[config.mk]
export PLATFORM = sky130hd
export DESIGN_NAME = hmc_cell
export DESIGN_NICKNAME = d
export VERILOG_FILES = /design/src/hw/rtl/hmc_pkg.sv /design/src/hw/rtl/hmc_cell.sv
export SDC_FILE = /design/constraint.sdc
export NUM_CORES = 1
export LEC_CHECK = 0
export BUFFER_PORTS_ARGS = -buffer_cell sky130_fd_sc_hd__clkbuf_2
export CAP_MARGIN = 20
export CORE_MARGIN = 1.5
export CORE_UTILIZATION = 35
export DETAILED_ROUTE_END_ITERATION = 10
export PLACE_DENSITY = 0.68
export SLEW_MARGIN = 30
export SYNTH_ARGS = -nofsm -noshare
export SYNTH_HDL_FRONTEND = slang
export SYNTH_SLANG_ARGS = --single-unit
export TNS_END_PERCENT = 10
[constraint.sdc]
create_clock -name clk -period 5.5 [get_ports clk]
set_clock_uncertainty 0.15 [all_clocks]
set_input_delay 0.55 -clock clk [delete_from_list [all_inputs] [get_ports clk]]
set_output_delay 0.55 -clock clk [all_outputs]
set_load 0.02 [all_outputs]
[src/hw/rtl/hmc_pkg.sv]
package hmc_pkg;

    // Sizing
    localparam int MAX_LEAVES  = 1024;
    localparam int WEIGHT_BITS = 16;
    localparam int WEIGHT_PORT = 16;
    localparam int IDX_BITS    = $clog2(MAX_LEAVES);
    localparam int CNT_BITS    = $clog2(MAX_LEAVES + 1);
    localparam int KEY_BITS    = WEIGHT_BITS + IDX_BITS;
    localparam int COST_BITS   = 48;

    localparam logic [CNT_BITS-1:0] CNT_FULL = CNT_BITS'(MAX_LEAVES);
    localparam logic [KEY_BITS-1:0] WEIGHT_MASK = (KEY_BITS'(1) << WEIGHT_BITS) - KEY_BITS'(1);

    typedef logic [KEY_BITS-1:0] key_t;

    // One neighbor slot as seen by a cell: stored key and whether it is occupied
    typedef struct packed {
        key_t val;
        logic occ;
    } slot_t;

    // Slots around cell i: i-1, i, i+1, i+2
    typedef struct packed {
        slot_t m1;
        slot_t c0;
        slot_t p1;
        slot_t p2;
    } nbr_t;

    // Broadcast control for the whole row
    typedef struct packed {
        logic en;     // update this cycle
        logic merge;  // drop the two front entries while inserting
        key_t key;    // key being inserted
    } cell_ctl_t;

endpackage

[src/hw/rtl/hmc_cell.sv]
// One slot of the sorted row. Smallest key lives in slot 0; empty slots act as +inf.
module hmc_cell (
    input  logic               clk,
    input  hmc_pkg::cell_ctl_t ctl,
    input  hmc_pkg::nbr_t      nbr,
    output hmc_pkg::key_t      val
);

    hmc_pkg::slot_t prev_slot;
    hmc_pkg::slot_t cur_slot;
    logic           gt_prev;
    logic           gt_cur;
    hmc_pkg::key_t  val_reg;
    hmc_pkg::key_t  val_next;

    // Plain insert looks at i-1 and i; merge looks at the row shifted by two
    always_comb
    begin
        prev_slot = ctl.merge ? nbr.p1 : nbr.m1;
        cur_slot  = ctl.merge ? nbr.p2 : nbr.c0;
    end

    // Sorted insert: take the left value if it moves right, else the key if it lands here, else the current value
    always_comb
    begin
        gt_prev = !prev_slot.occ || (prev_slot.val > ctl.key);
        gt_cur  = !cur_slot.occ || (cur_slot.val > ctl.key);
        if (gt_prev)
        begin
            val_next = prev_slot.val;
        end
        else if (gt_cur)
        begin
            val_next = ctl.key;
        end
        else
        begin
            val_next = cur_slot.val;
        end
    end

    always_ff @(posedge clk)
    begin
        if (ctl.en)
        begin
            val_reg <= val_next;
        end
    end

    assign val = val_reg;

endmodule

==> results of run 1 <==
-- placed cells by master (no fill, tap or decap), types with 2 or more instances in the layout --
master / Yosys / final
clkbuf_2: 0 / 162
mux2_2: 83 / 83
ha_1: 52 / 52
inv_1: 31 / 31
edfxtp_1: 26 / 26
a21oi_1: 17 / 17
nand4_1: 12 / 12
mux2_4: 10 / 10
mux2_1: 9 / 9
nand2_1: 8 / 8
o21ai_0: 7 / 7
a21o_1: 6 / 6
buf_4: 3 / 5
mux2i_1: 4 / 4
nor2_1: 4 / 4
nor4_1: 4 / 4
a211oi_1: 3 / 3
clkbuf_8: 0 / 3
nand2b_1: 2 / 2
nand3_1: 2 / 2
nor3_1: 2 / 2
-- final cells by class --
class	count	share of cell area, %
multi-input combinational	236	54.5
timing repair buffer	168	20.0
sequential	26	18.0
tap	129	3.73
inverter	31	2.69
clock buffer	3	0.953
clock inverter	1	0.0866
-- power groups by stage --
| stage | logic (mW) | registers (mW) | clock network [mW] |
|---|---|---|---|
| after global routing | 0.408 | 0.262 | 0.130 |
| after CTS | 0.372 | 0.260 | 0.127 |
| after global placement | 0.362 | 0.265 | 0 |
| after detailed placement | 0.370 | 0.264 | 0 |
| after floorplan | 0.213 | 0.297 | 0 |
| final | 0.368 | 0.259 | 0.120 |
-- logic make-up after synthesis --
logic type      count (synthesis)
simple gates                   35
fa+ha+maj                      52
flops                          26
buf+inv                        41
mux                           106
compound gates                 43
-- final timing paths --
path	to	slack (ps)
worst min-delay path	val[18]$_DFFE_PP_	540
worst max-delay path	val[17]$_DFFE_PP_	1580
-- worst max-delay path, delay by kind of cell --
kind	cells	cell delay, ps
mux	3	980
compound gates	4	900
simple gates	1	50
buf+inv	3	1010
fa+ha+maj	1	300
-- through the flow --
stage,instances,power (mW)
after detailed placement,590,0.634
after floorplan,303,0.509
after CTS,594,0.759
final,594,0.747
after global routing,594,0.800
after global placement,590,0.627
-- metal layers --
layer	GRT usage (%)	part of all wire, %
met4	2.60	0.58
met1	19.6	43
met5	0	0
met2	33.2	51
met3	2.58	5.1
==> summary.txt, run 1 <==
Run status
  • Status: finished clean

Global route
  • Total grt overflow: 0
  • Number of global-route vias before repair: between 3k and 4k
  • First-pass GRT wire length: 13,700 um
  • Gr usage total: approximately 17%
  • Largest net degree at the start of global routing: 27
  • Initial antenna violation count: 0

Drt
  • Initial drt markers: 71
  • Residual DRC count: 0
  • DR vias: about 2.9k
  • Routed WL per cell: 14.5 um
  • DRT antenna net count: 0
  • Total wire length: approximately 8600 um
  • Initial DRT Pass Iterations: 4
  • Via density: a little under 5

Worst setup path
  • Crit path max fanout: 16
  • CP peak stage delay: about 380 ps
  • CP Launch Type: input pin
  • Setup Crit Path Kind: in2reg
  • Crit-path cells: clkbuf_2, buf_4, mux2_2, ha_1, a21o_1, a21oi_2, nor2b_1, o311a_1, o41ai_4, buf_4, mux2_1, mux2_2
  • Critical Path AT: roughly 3800 ps
  • Slowest cell on crit path: clkbuf_2
  • CP endpoint kind: register
  • Crit path from: ctl[26]
  • Req. time, crit path: 5380 ps

Cells and area
  • Multi-input combinational cell area: roughly 2400 um^2
  • Number of fill cells: ~900
  • Post-route cell area: 4330 um^2
  • Reg area: between 700 and 800 um^2
  • Layout cells sized above 1: approximately 58%
  • Final core area utilization: a little under half
  • N_diodes: 0
  • Syn-to-layout area delta: 30.4%
  • Layout net count: 655
  • Max reg flops: 26

Synth
  • Post-synthesis mux area share: between 30% and 40%
  • Top_reg_cell synth: edfxtp_1
  • EDFF count, synth: 26
  • Most frequent cell after synthesis: mux2_2
  • Post-synthesis adder-cell area fraction: 19.6%
  • Synthesized instance count: between 300 and 400
  • Yosys warnings: 0
  • Yosys reg bits: 26
  • Post-Synth Simple-Gate Area: 5.54%
  • Synth area leader: mux2_2
  • Compound-gate portion of the synthesized area: a little under a tenth
  • Unique masters post-synth: 33
  • Async set-reset flop share out of synthesis: 0%
  • Most frequent cells after synthesis: mux2_2 (83), ha_1 (52), inv_1 (31), edfxtp_1 (26), a21oi_1 (17)
  • Top-area cell type share of the netlist area: between 20% and 30%
  • Synth area leaders: mux2_2 (28%), edfxtp_1 (24%), ha_1 (20%), mux2_4 (4.5%), inv_1 (3.5%)
  • Seq/Total Area, Yosys: between 20% and 30%
  • Mapped Nets: around 500
  • Synth Area per Inst: roughly 11 um^2
  • Synthesized area: ~3300 um^2
  • Post-Synth XOR/XNOR Area: 0%
  • Largest family of logic cells by synthesized area: multiplexers

STA
  • Final Hold Viols: 0
  • Fin crit share: 71.3%
  • Worst setup margin: ~1600 ps
  • Worst-Margin Slew: 746 ps
  • Fmax: ~260 MHz
  • Final setup TNS: 0 ps
  • Fin. max-slew vios: 0
  • Final setup viols: 0
  • RSZ-0062 raised after global routing: false
  • Worst slew margin: between 50% and 60%
  • WHS: 544 ps
  • Tmin final: 3920 ps

CTS
  • Clock Path Buffers: 2
  • CTS tree: built
  • Post-CTS sizing: 0
  • # hold bufs at CTS: 0
  • CTS H-tree lvls: 1
  • Clk root buf: clkbuf_8
  • Number of CTS-inserted buffers: 3
  • Clk slew on worst S/H paths: between 100 and 150 ps
  • CTS Sinks: 26
  • Setup bufs post-CTS: 0

Min path
  • Hold path startpoint: ctl[18]
  • Hold path depth: 3
  • Min-delay worst type: in2reg

Power and ir drop
  • VDD IR max: 77.1 uV
  • Power Density: around 170 nW/um^2
  • Logic pwr share: 49.2%
  • Sw Share: 34.5%
  • Clk pwr share: 16.1%
  • P_int: 0.489 mW
  • Seq pwr share: about a third
  • Psw: 0.258 mW
  • Pleak: 2.18 nW

Place
  • Detailed Place HPWL: about 7400 um
  • Routability cong.: 0.761
  • Placed instance area: roughly 4300 um^2
  • Port Buffers: 162
  • Pre-CTS setup slack: between 1000 and 1500 ps

Die
  • Initial Util: 36.0%
  • Ports: between 150 and 200
  • Die Area: slightly above 10,000 um^2
  • Core Box Area: 9240 um^2
  • Die W: between 100 and 150 um
  • Die height: between 100 and 150 um
  • Cell Rows: 35

Run
  • # Max-Cap Violations: 0
Note: power is estimated with default switching activity, not from simulation.
==> run 2, diff against run 1 <==
--- a/config.mk
+++ b/config.mk
@@ -5,12 +5,13 @@
 export SDC_FILE = /design/constraint.sdc
 export NUM_CORES = 1
 export LEC_CHECK = 0
+export ABC_AREA = 1
 export BUFFER_PORTS_ARGS = -buffer_cell sky130_fd_sc_hd__clkbuf_2
 export CAP_MARGIN = 20
 export CORE_MARGIN = 1.5
 export CORE_UTILIZATION = 35
 export DETAILED_ROUTE_END_ITERATION = 10
-export PLACE_DENSITY = 0.68
+export PLACE_DENSITY = 0.67
 export SLEW_MARGIN = 30
 export SYNTH_ARGS = -nofsm -noshare
 export SYNTH_HDL_FRONTEND = slang
==> constraint.sdc (replaced) <==
create_clock -name clk -period 3.65 [get_ports clk]
set_clock_uncertainty 0.15 [all_clocks]
set_input_delay 0.365 -clock clk [delete_from_list [all_inputs] [get_ports clk]]
set_output_delay 0.365 -clock clk [all_outputs]
set_load 0.02 [all_outputs]
==> summary.txt, run 2 <==
Run status
  • Status: finished clean (unchanged)

STA
  • Fin crit share: 89.0%
  • Worst setup margin: 401 ps (was 1580 ps)
  • Final Hold Viols: 0 (unchanged)
  • Worst-Margin Slew: 828 ps (was 746 ps)
  • Fmax: about 310 MHz
  • Final setup viols: 0 (unchanged)
  • Fin. max-slew vios: 0 (unchanged)
  • Worst slew margin: 44.5% (was 50.3%)
  • Tmin final: about 3200 ps
  • RSZ-0062 raised after global routing: false (unchanged)

Place
  • Placed insts: 803 (was 590)
  • Detailed Place HPWL: 8140 um (was 7380 um)
  • Placed instance area: 4460 um^2 (was 4290 um^2)
  • Routability cong.: 0.795 (was 0.761)
  • Pre-CTS setup slack: -232 ps (was 1260 ps)
  • Port Buffers: 162 (unchanged)

Drt
  • Total wire length: 10,200 um (was 8610 um)
  • DRT antenna net count: 0 (unchanged)
  • Initial drt markers: 164 (was 71)
  • Routed WL per cell: 12.6 um (was 14.5 um)
  • Initial DRT Pass Iterations: 4 (unchanged)
  • Via density: 4.63 (was 4.87)
  • Residual DRC count: 0 (unchanged)
  • DR vias: 3,740 (was 2,894)

Die
  • Die height: 104 um (was 100 um)
  • Initial Util: 36.2% (was 36.0%)
  • Die Area: 10,800 um^2 (was 10,100 um^2)
  • Ports: 163 (unchanged)
  • Cell Rows: 36 (was 35)
  • Core Box Area: 9820 um^2 (was 9240 um^2)
  • Die W: 104 um (was 100 um)

Global route
  • First-pass GRT wire length: 16,900 um (was 13,700 um)
  • Initial antenna violation count: 0 (unchanged)
  • Total grt overflow: 0 (unchanged)
  • Gr usage total: 18.9% (was 17.0%)
  • Number of global-route vias before repair: 3,792 (was 3,054)
  • Largest net degree at the start of global routing: 47 (was 27)

CTS
  • Number of CTS-inserted buffers: 3 (unchanged)
  • Clock Path Buffers: 2 (unchanged)
  • CTS tree: built (unchanged)
  • Clk root buf: clkbuf_8 (unchanged)
  • Setup bufs post-CTS: 0 (unchanged)
  • CTS H-tree lvls: 1 (unchanged)
  • Post-CTS sizing: 0 (unchanged)
  • CTS Sinks: 26 (unchanged)
  • # hold bufs at CTS: 0 (unchanged)
  • Clk slew on worst S/H paths: 110 ps (about the same)

Power and ir drop
  • Total Power: 1.16 mW (was 0.747 mW)
  • Power Density: 256 nW/um^2 (was 172 nW/um^2)
  • Pleak: 2.65 nW (was 2.18 nW)
  • VDD IR max: 102 uV (was 77.1 uV)

Synth
  • Top_reg_cell synth: edfxtp_1 (unchanged)
  • Synthesized area: 3560 um^2 (was 3320 um^2)
  • Unique masters post-synth: 27 (was 33)
  • EDFF count, synth: 26 (unchanged)
  • Synth area leader: edfxtp_1 (was mux2_2)
  • Yosys warnings: 0 (unchanged)
  • Most frequent cells after synthesis: nand2_1 (165), inv_1 (98), nand3_1 (60), ha_1 (52), o21ai_0 (29) (was mux2_2 (83), ha_1 (52), inv_1 (31), edfxtp_1 (26), a21oi_1 (17))
  • Synthesized instance count: 524 (was 303)
  • Synth Area per Inst: 6.79 um^2 (was 11.0 um^2)
  • Seq/Total Area, Yosys: 21.9% (was 23.5%)
  • Top-area cell type share of the netlist area: 21.9% (was 28.1%)
  • Mapped Nets: 713 (was 492)
  • Most frequent cell after synthesis: nand2_1 (was mux2_2)
  • Async set-reset flop share out of synthesis: 0% (unchanged)
  • Yosys reg bits: 26 (unchanged)
  • Synth area leaders: edfxtp_1 (22%), ha_1 (18%), nand2_1 (17%), inv_1 (10%), mux2_2 (8.5%) (was mux2_2 (28%), edfxtp_1 (24%), ha_1 (20%), mux2_4 (4.5%), inv_1 (3.5%))

Cells and area
  • Final core area utilization: 46.0% (was 46.9%)
  • Layout net count: 865 (was 655)
  • Max reg flops: 26 (unchanged)
  • Post-route cell area: 4520 um^2 (was 4330 um^2)
  • Most common cell after layout, fill and taps aside: nand2_1 (was clkbuf_2)
  • Layout cells sized above 1: 30.1% (was 57.8%)
  • Commonest non-fill, non-tap cells in the layout: nand2_1 (165), clkbuf_2 (162), inv_1 (98) (was clkbuf_2 (162), mux2_2 (83), ha_1 (52))
  • Post-route insts no fill: 807 (was 594)
  • N_diodes: 0 (unchanged)
  • Syn-to-layout area delta: 26.9% (was 30.4%)

Worst setup path
  • Req. time, crit path: 3540 ps (was 5380 ps)
  • Crit path max fanout: 34 (was 16)
  • CP Launch Type: input pin (unchanged)
  • Critical Path AT: 3140 ps (was 3800 ps)
  • CP endpoint kind: register (unchanged)
  • Setup Crit Path Kind: in2reg (unchanged)
  • Crit path from: ctl[26] (unchanged)

Min path
  • Min-delay worst type: in2reg (unchanged)
  • Hold path startpoint: ctl[6] (was ctl[18])
  • Hold path depth: 5 (was 3)

Run
  • # Max-Cap Violations: 0 (unchanged)
-- run 2: cell types whose count changed after synthesis, moves of 4 or more --
cell     change
nand2_1    +157
inv_1       +67
nand3_1     +58
mux2_2      -56
o21ai_0     +22
nand4_1     -11
mux2_4      -10
nor2_1      +10
mux2_1       -9
buf_2        +8
a21o_1       -4
nor4_1       -4
-- run 2: final cells by class --
| type | count | area (um^2) |
|---|---|---|
| flip-flops and latches | 26 | 781 |
| well taps | 133 | 166 |
| multi-input cells | 381 | 2300 |
| clock buffers | 3 | 41.3 |
| inverters | 99 | 372 |
| repair buffers | 165 | 858 |
| fillers | 1023 | 5300 |
-- run 2: metal layers --
layer  GRT usage (%)  part of all wire, %  vias to the layer above
met1            22.9                   43                     1615
met3            1.83                  5.5                        4
met4            3.57                 0.67                        0
li1                -                    -                     1987
met2            36.1                   50                      134
met5               0                    0                        -
-- run 2: path summary, 6_finish.rpt --
path                               end
worst max-delay path  val[1]$_DFFE_PP_
worst min-delay path  val[6]$_DFFE_PP_
-- run 2: cells by family after synthesis --
| group | share of synthesized area, % |
|---|---|
| flip-flops | 21.9 |
| buffers and inverters | 13.8 |
| AO/OA/AOI/OAI | 7.98 |
| multiplexers | 8.83 |
| adder cells (fa/ha/maj) | 18.3 |
| AND/OR/NAND/NOR | 29.2 |
-- run 2: worst max-delay path, cell delays in order --
cell	delay (ps)
clkbuf_2	140
buf_12	200
mux2_2	370
ha_1	290
a21oi_1	160
o21ai_0	120
a21oi_1	210
nand3_1	200
a21boi_4	490
inv_2	370
nand2_1	160
nand2_1	60
-- run 2: power breakdown --
| group | internal [mW] | total, mW | switching (mW) |
|---|---|---|---|
| Clock | 0.0745 | 0.181 | 0.106 |
| Combinational | 0.229 | 0.580 | 0.351 |
| Sequential | 0.384 | 0.397 | 0.0139 |
| Total | 0.687 | 1.16 | 0.471 |
-- run 2: per-stage QoR --
| step | hold slack, ps | TNS, ps |
|---|---|---|
| after global routing | 367 | 0 |
| after floorplan | 327 | 0 |
| after detailed placement | 635 | -5320 |
| after global placement | 625 | -3140 |
| final | 343 | 0 |
| after CTS | 344 | 0 |
==> run 3, diff against run 2 <==
--- a/config.mk
+++ b/config.mk
@@ -8,7 +8,6 @@
 export ABC_AREA = 1
 export BUFFER_PORTS_ARGS = -buffer_cell sky130_fd_sc_hd__clkbuf_2
 export CAP_MARGIN = 20
-export CORE_MARGIN = 1.5
 export CORE_UTILIZATION = 35
 export DETAILED_ROUTE_END_ITERATION = 10
 export PLACE_DENSITY = 0.67
==> summary.txt, run 3 (synthesized netlist as in run 2, its figures left out) <==
Run
  • # Max-Cap Violations: 0 (unchanged)

Drt
  • Residual DRC count: 0 (unchanged)
  • Routed WL per cell: 12.4 um (was 12.6 um)
  • Initial DRT Pass Iterations: 4 (unchanged)
  • Total wire length: 10,000 um (was 10,200 um)
  • DRT antenna net count: 0 (unchanged)
  • Via density: 4.63 (about the same)
  • Initial drt markers: 123 (was 164)
  • DR vias: 3,743 (was 3,740)

STA
  • Final setup TNS: 0 ps (unchanged)
  • Fmax: 297 MHz (was 308 MHz)
  • Tmin final: 3370 ps (was 3250 ps)
  • Final Hold Viols: 0 (unchanged)
  • RSZ-0062 raised after global routing: false (unchanged)
  • Worst setup margin: 281 ps (was 401 ps)
  • Worst-Margin Slew: 792 ps (was 828 ps)
  • Fin crit share: 92.3% (was 89.0%)
  • Worst slew margin: 46.9% (was 44.5%)
  • Fin. max-slew vios: 0 (unchanged)
  • Final setup viols: 0 (unchanged)

Worst setup path
  • Crit-path cells: clkbuf_2, buf_12, mux2_2, ha_1, a21oi_1, o21ai_0, a21oi_1, nand3_1, a21boi_4, inv_2, nand2_1, nand2_1 (unchanged)
  • CP Launch Type: input pin (unchanged)
  • Critical Path AT: 3260 ps (was 3140 ps)
  • Crit path from: ctl[26] (unchanged)
  • Req. time, crit path: 3540 ps (about the same)
  • CP endpoint kind: register (unchanged)
  • Crit path max fanout: 53 (was 34)
  • Setup Crit Path Kind: in2reg (unchanged)
  • Slowest cell on crit path: a21boi_4 (unchanged)
  • CP peak stage delay: 510 ps (was 490 ps)

CTS
  • Clock Path Buffers: 2 (unchanged)
  • Clk slew on worst S/H paths: 100 ps (was 110 ps)
  • CTS Sinks: 26 (unchanged)
  • CTS H-tree lvls: 1 (unchanged)
  • Clk root buf: clkbuf_8 (unchanged)
  • CTS tree: built (unchanged)
  • Number of CTS-inserted buffers: 3 (unchanged)
  • Setup bufs post-CTS: 0 (unchanged)
  • # hold bufs at CTS: 0 (unchanged)
  • Post-CTS sizing: 0 (unchanged)

Global route
  • First-pass GRT wire length: 15,200 um (was 16,900 um)
  • Initial antenna violation count: 0 (unchanged)
  • Largest net degree at the start of global routing: 54 (was 47)
  • Gr usage total: 18.3% (was 18.9%)
  • Number of global-route vias before repair: 3,514 (was 3,792)
  • Total grt overflow: 0 (unchanged)

Power and ir drop
  • VDD IR max: 97.1 uV (was 102 uV)
  • Pleak: 2.65 nW (about the same)
  • Total Power: 1.15 mW (was 1.16 mW)
  • Clk pwr share: 15.4% (was 15.6%)
  • Sw Share: 40.4% (was 40.7%)
  • P_int: 0.687 mW (about the same)
  • Seq pwr share: 34.3% (about the same)
  • Logic pwr share: 50.2% (was 50.1%)
  • Power Density: 255 nW/um^2 (was 256 nW/um^2)
  • Psw: 0.466 mW (was 0.471 mW)

Die
  • Die W: 103 um (was 104 um)
  • Initial Util: 36.2% (unchanged)
  • Cell Rows: 36 (unchanged)
  • Core Box Area: 9820 um^2 (unchanged)
  • Ports: 163 (unchanged)
  • Die height: 103 um (was 104 um)
  • Die Area: 10,600 um^2 (was 10,800 um^2)

Place
  • Routability cong.: 0.816 (was 0.795)
  • Detailed Place HPWL: 7920 um (was 8140 um)
  • Port Buffers: 162 (unchanged)
  • Pre-CTS setup slack: -312 ps (was -232 ps)
  • Placed insts: 803 (unchanged)

Cells and area
  • Layout cells sized above 1: 30.1% (about the same)
  • Syn-to-layout area delta: 27.0% (was 26.9%)
  • Post-route insts no fill: 808 (was 807)
  • Final core area utilization: 46.0% (about the same)
  • Layout net count: 865 (unchanged)
  • Most common cell after layout, fill and taps aside: nand2_1 (unchanged)
  • Max reg flops: 26 (unchanged)
  • N_diodes: 0 (unchanged)
  • Commonest non-fill, non-tap cells in the layout: nand2_1 (165), clkbuf_2 (162), inv_1 (98) (unchanged)

Min path
  • Hold path depth: 5 (unchanged)
  • Hold path startpoint: ctl[15] (was ctl[6])
  • Hold Path Sink: val[15]$_DFFE_PP_ (was val[6]$_DFFE_PP_)
  • Min-delay worst type: in2reg (unchanged)

Run status
  • Status: finished clean (unchanged)
run 3: critical path, delay by kind of cell:
kind            cells  cell delay [ps]
compound gates      4             1030
fa+ha+maj           1              290
buf+inv             3              740
mux                 1              380
simple gates        3              410
run 3: power by group through the flow:
stage                     sequential, mW  clock (mW)  combinational [mW]
after global placement             0.404           0               0.560
final                              0.396       0.178               0.580
after floorplan                    0.455           0               0.333
after CTS                          0.397       0.189               0.581
after detailed placement           0.402           0               0.580
after global routing               0.399       0.196               0.660
run 3: stage by stage:
stage | cell area, um^2 | hold slack, ps
2_1_floorplan | 3560 | 327
3_3_place_gp | 4460 | 624
3_5_place_dp | 4460 | 634
4_1_cts | 4510 | 339
5_1_grt | 4520 | 359
6_report | 4520 | 351
run 3: worst max-delay path by stage:
stage                     cells after the start           endpoint  slack [ps]
after floorplan                              17  val[10]$_DFFE_PP_         790
after global placement                       13  val[20]$_DFFE_PP_        -190
after detailed placement                     13   val[5]$_DFFE_PP_        -310
after CTS                                    13   val[5]$_DFFE_PP_           2
after global routing                         13  val[13]$_DFFE_PP_          60
final                                        12   val[7]$_DFFE_PP_         280
run 3: final cells by class:
cell class / instances / area, um^2
Clock buffer: 3 / 41.3
Clock inverter: 1 / 3.75
Fill cell: 1076 / 5300
Inverter: 99 / 372
Multi-Input combinational cell: 381 / 2300
Sequential cell: 26 / 781
Tap cell: 133 / 166
Timing Repair Buffer: 165 / 858
run 3: routing by layer:
metal / track usage [%] / wire, um / up-vias
met2: 35.3 / 5040 / 103
met4: 3.79 / 63 / 0
li1: - / - / 1986
met3: 2.17 / 581 / 5
met1: 21.7 / 4310 / 1649
met5: 0 / 0 / -
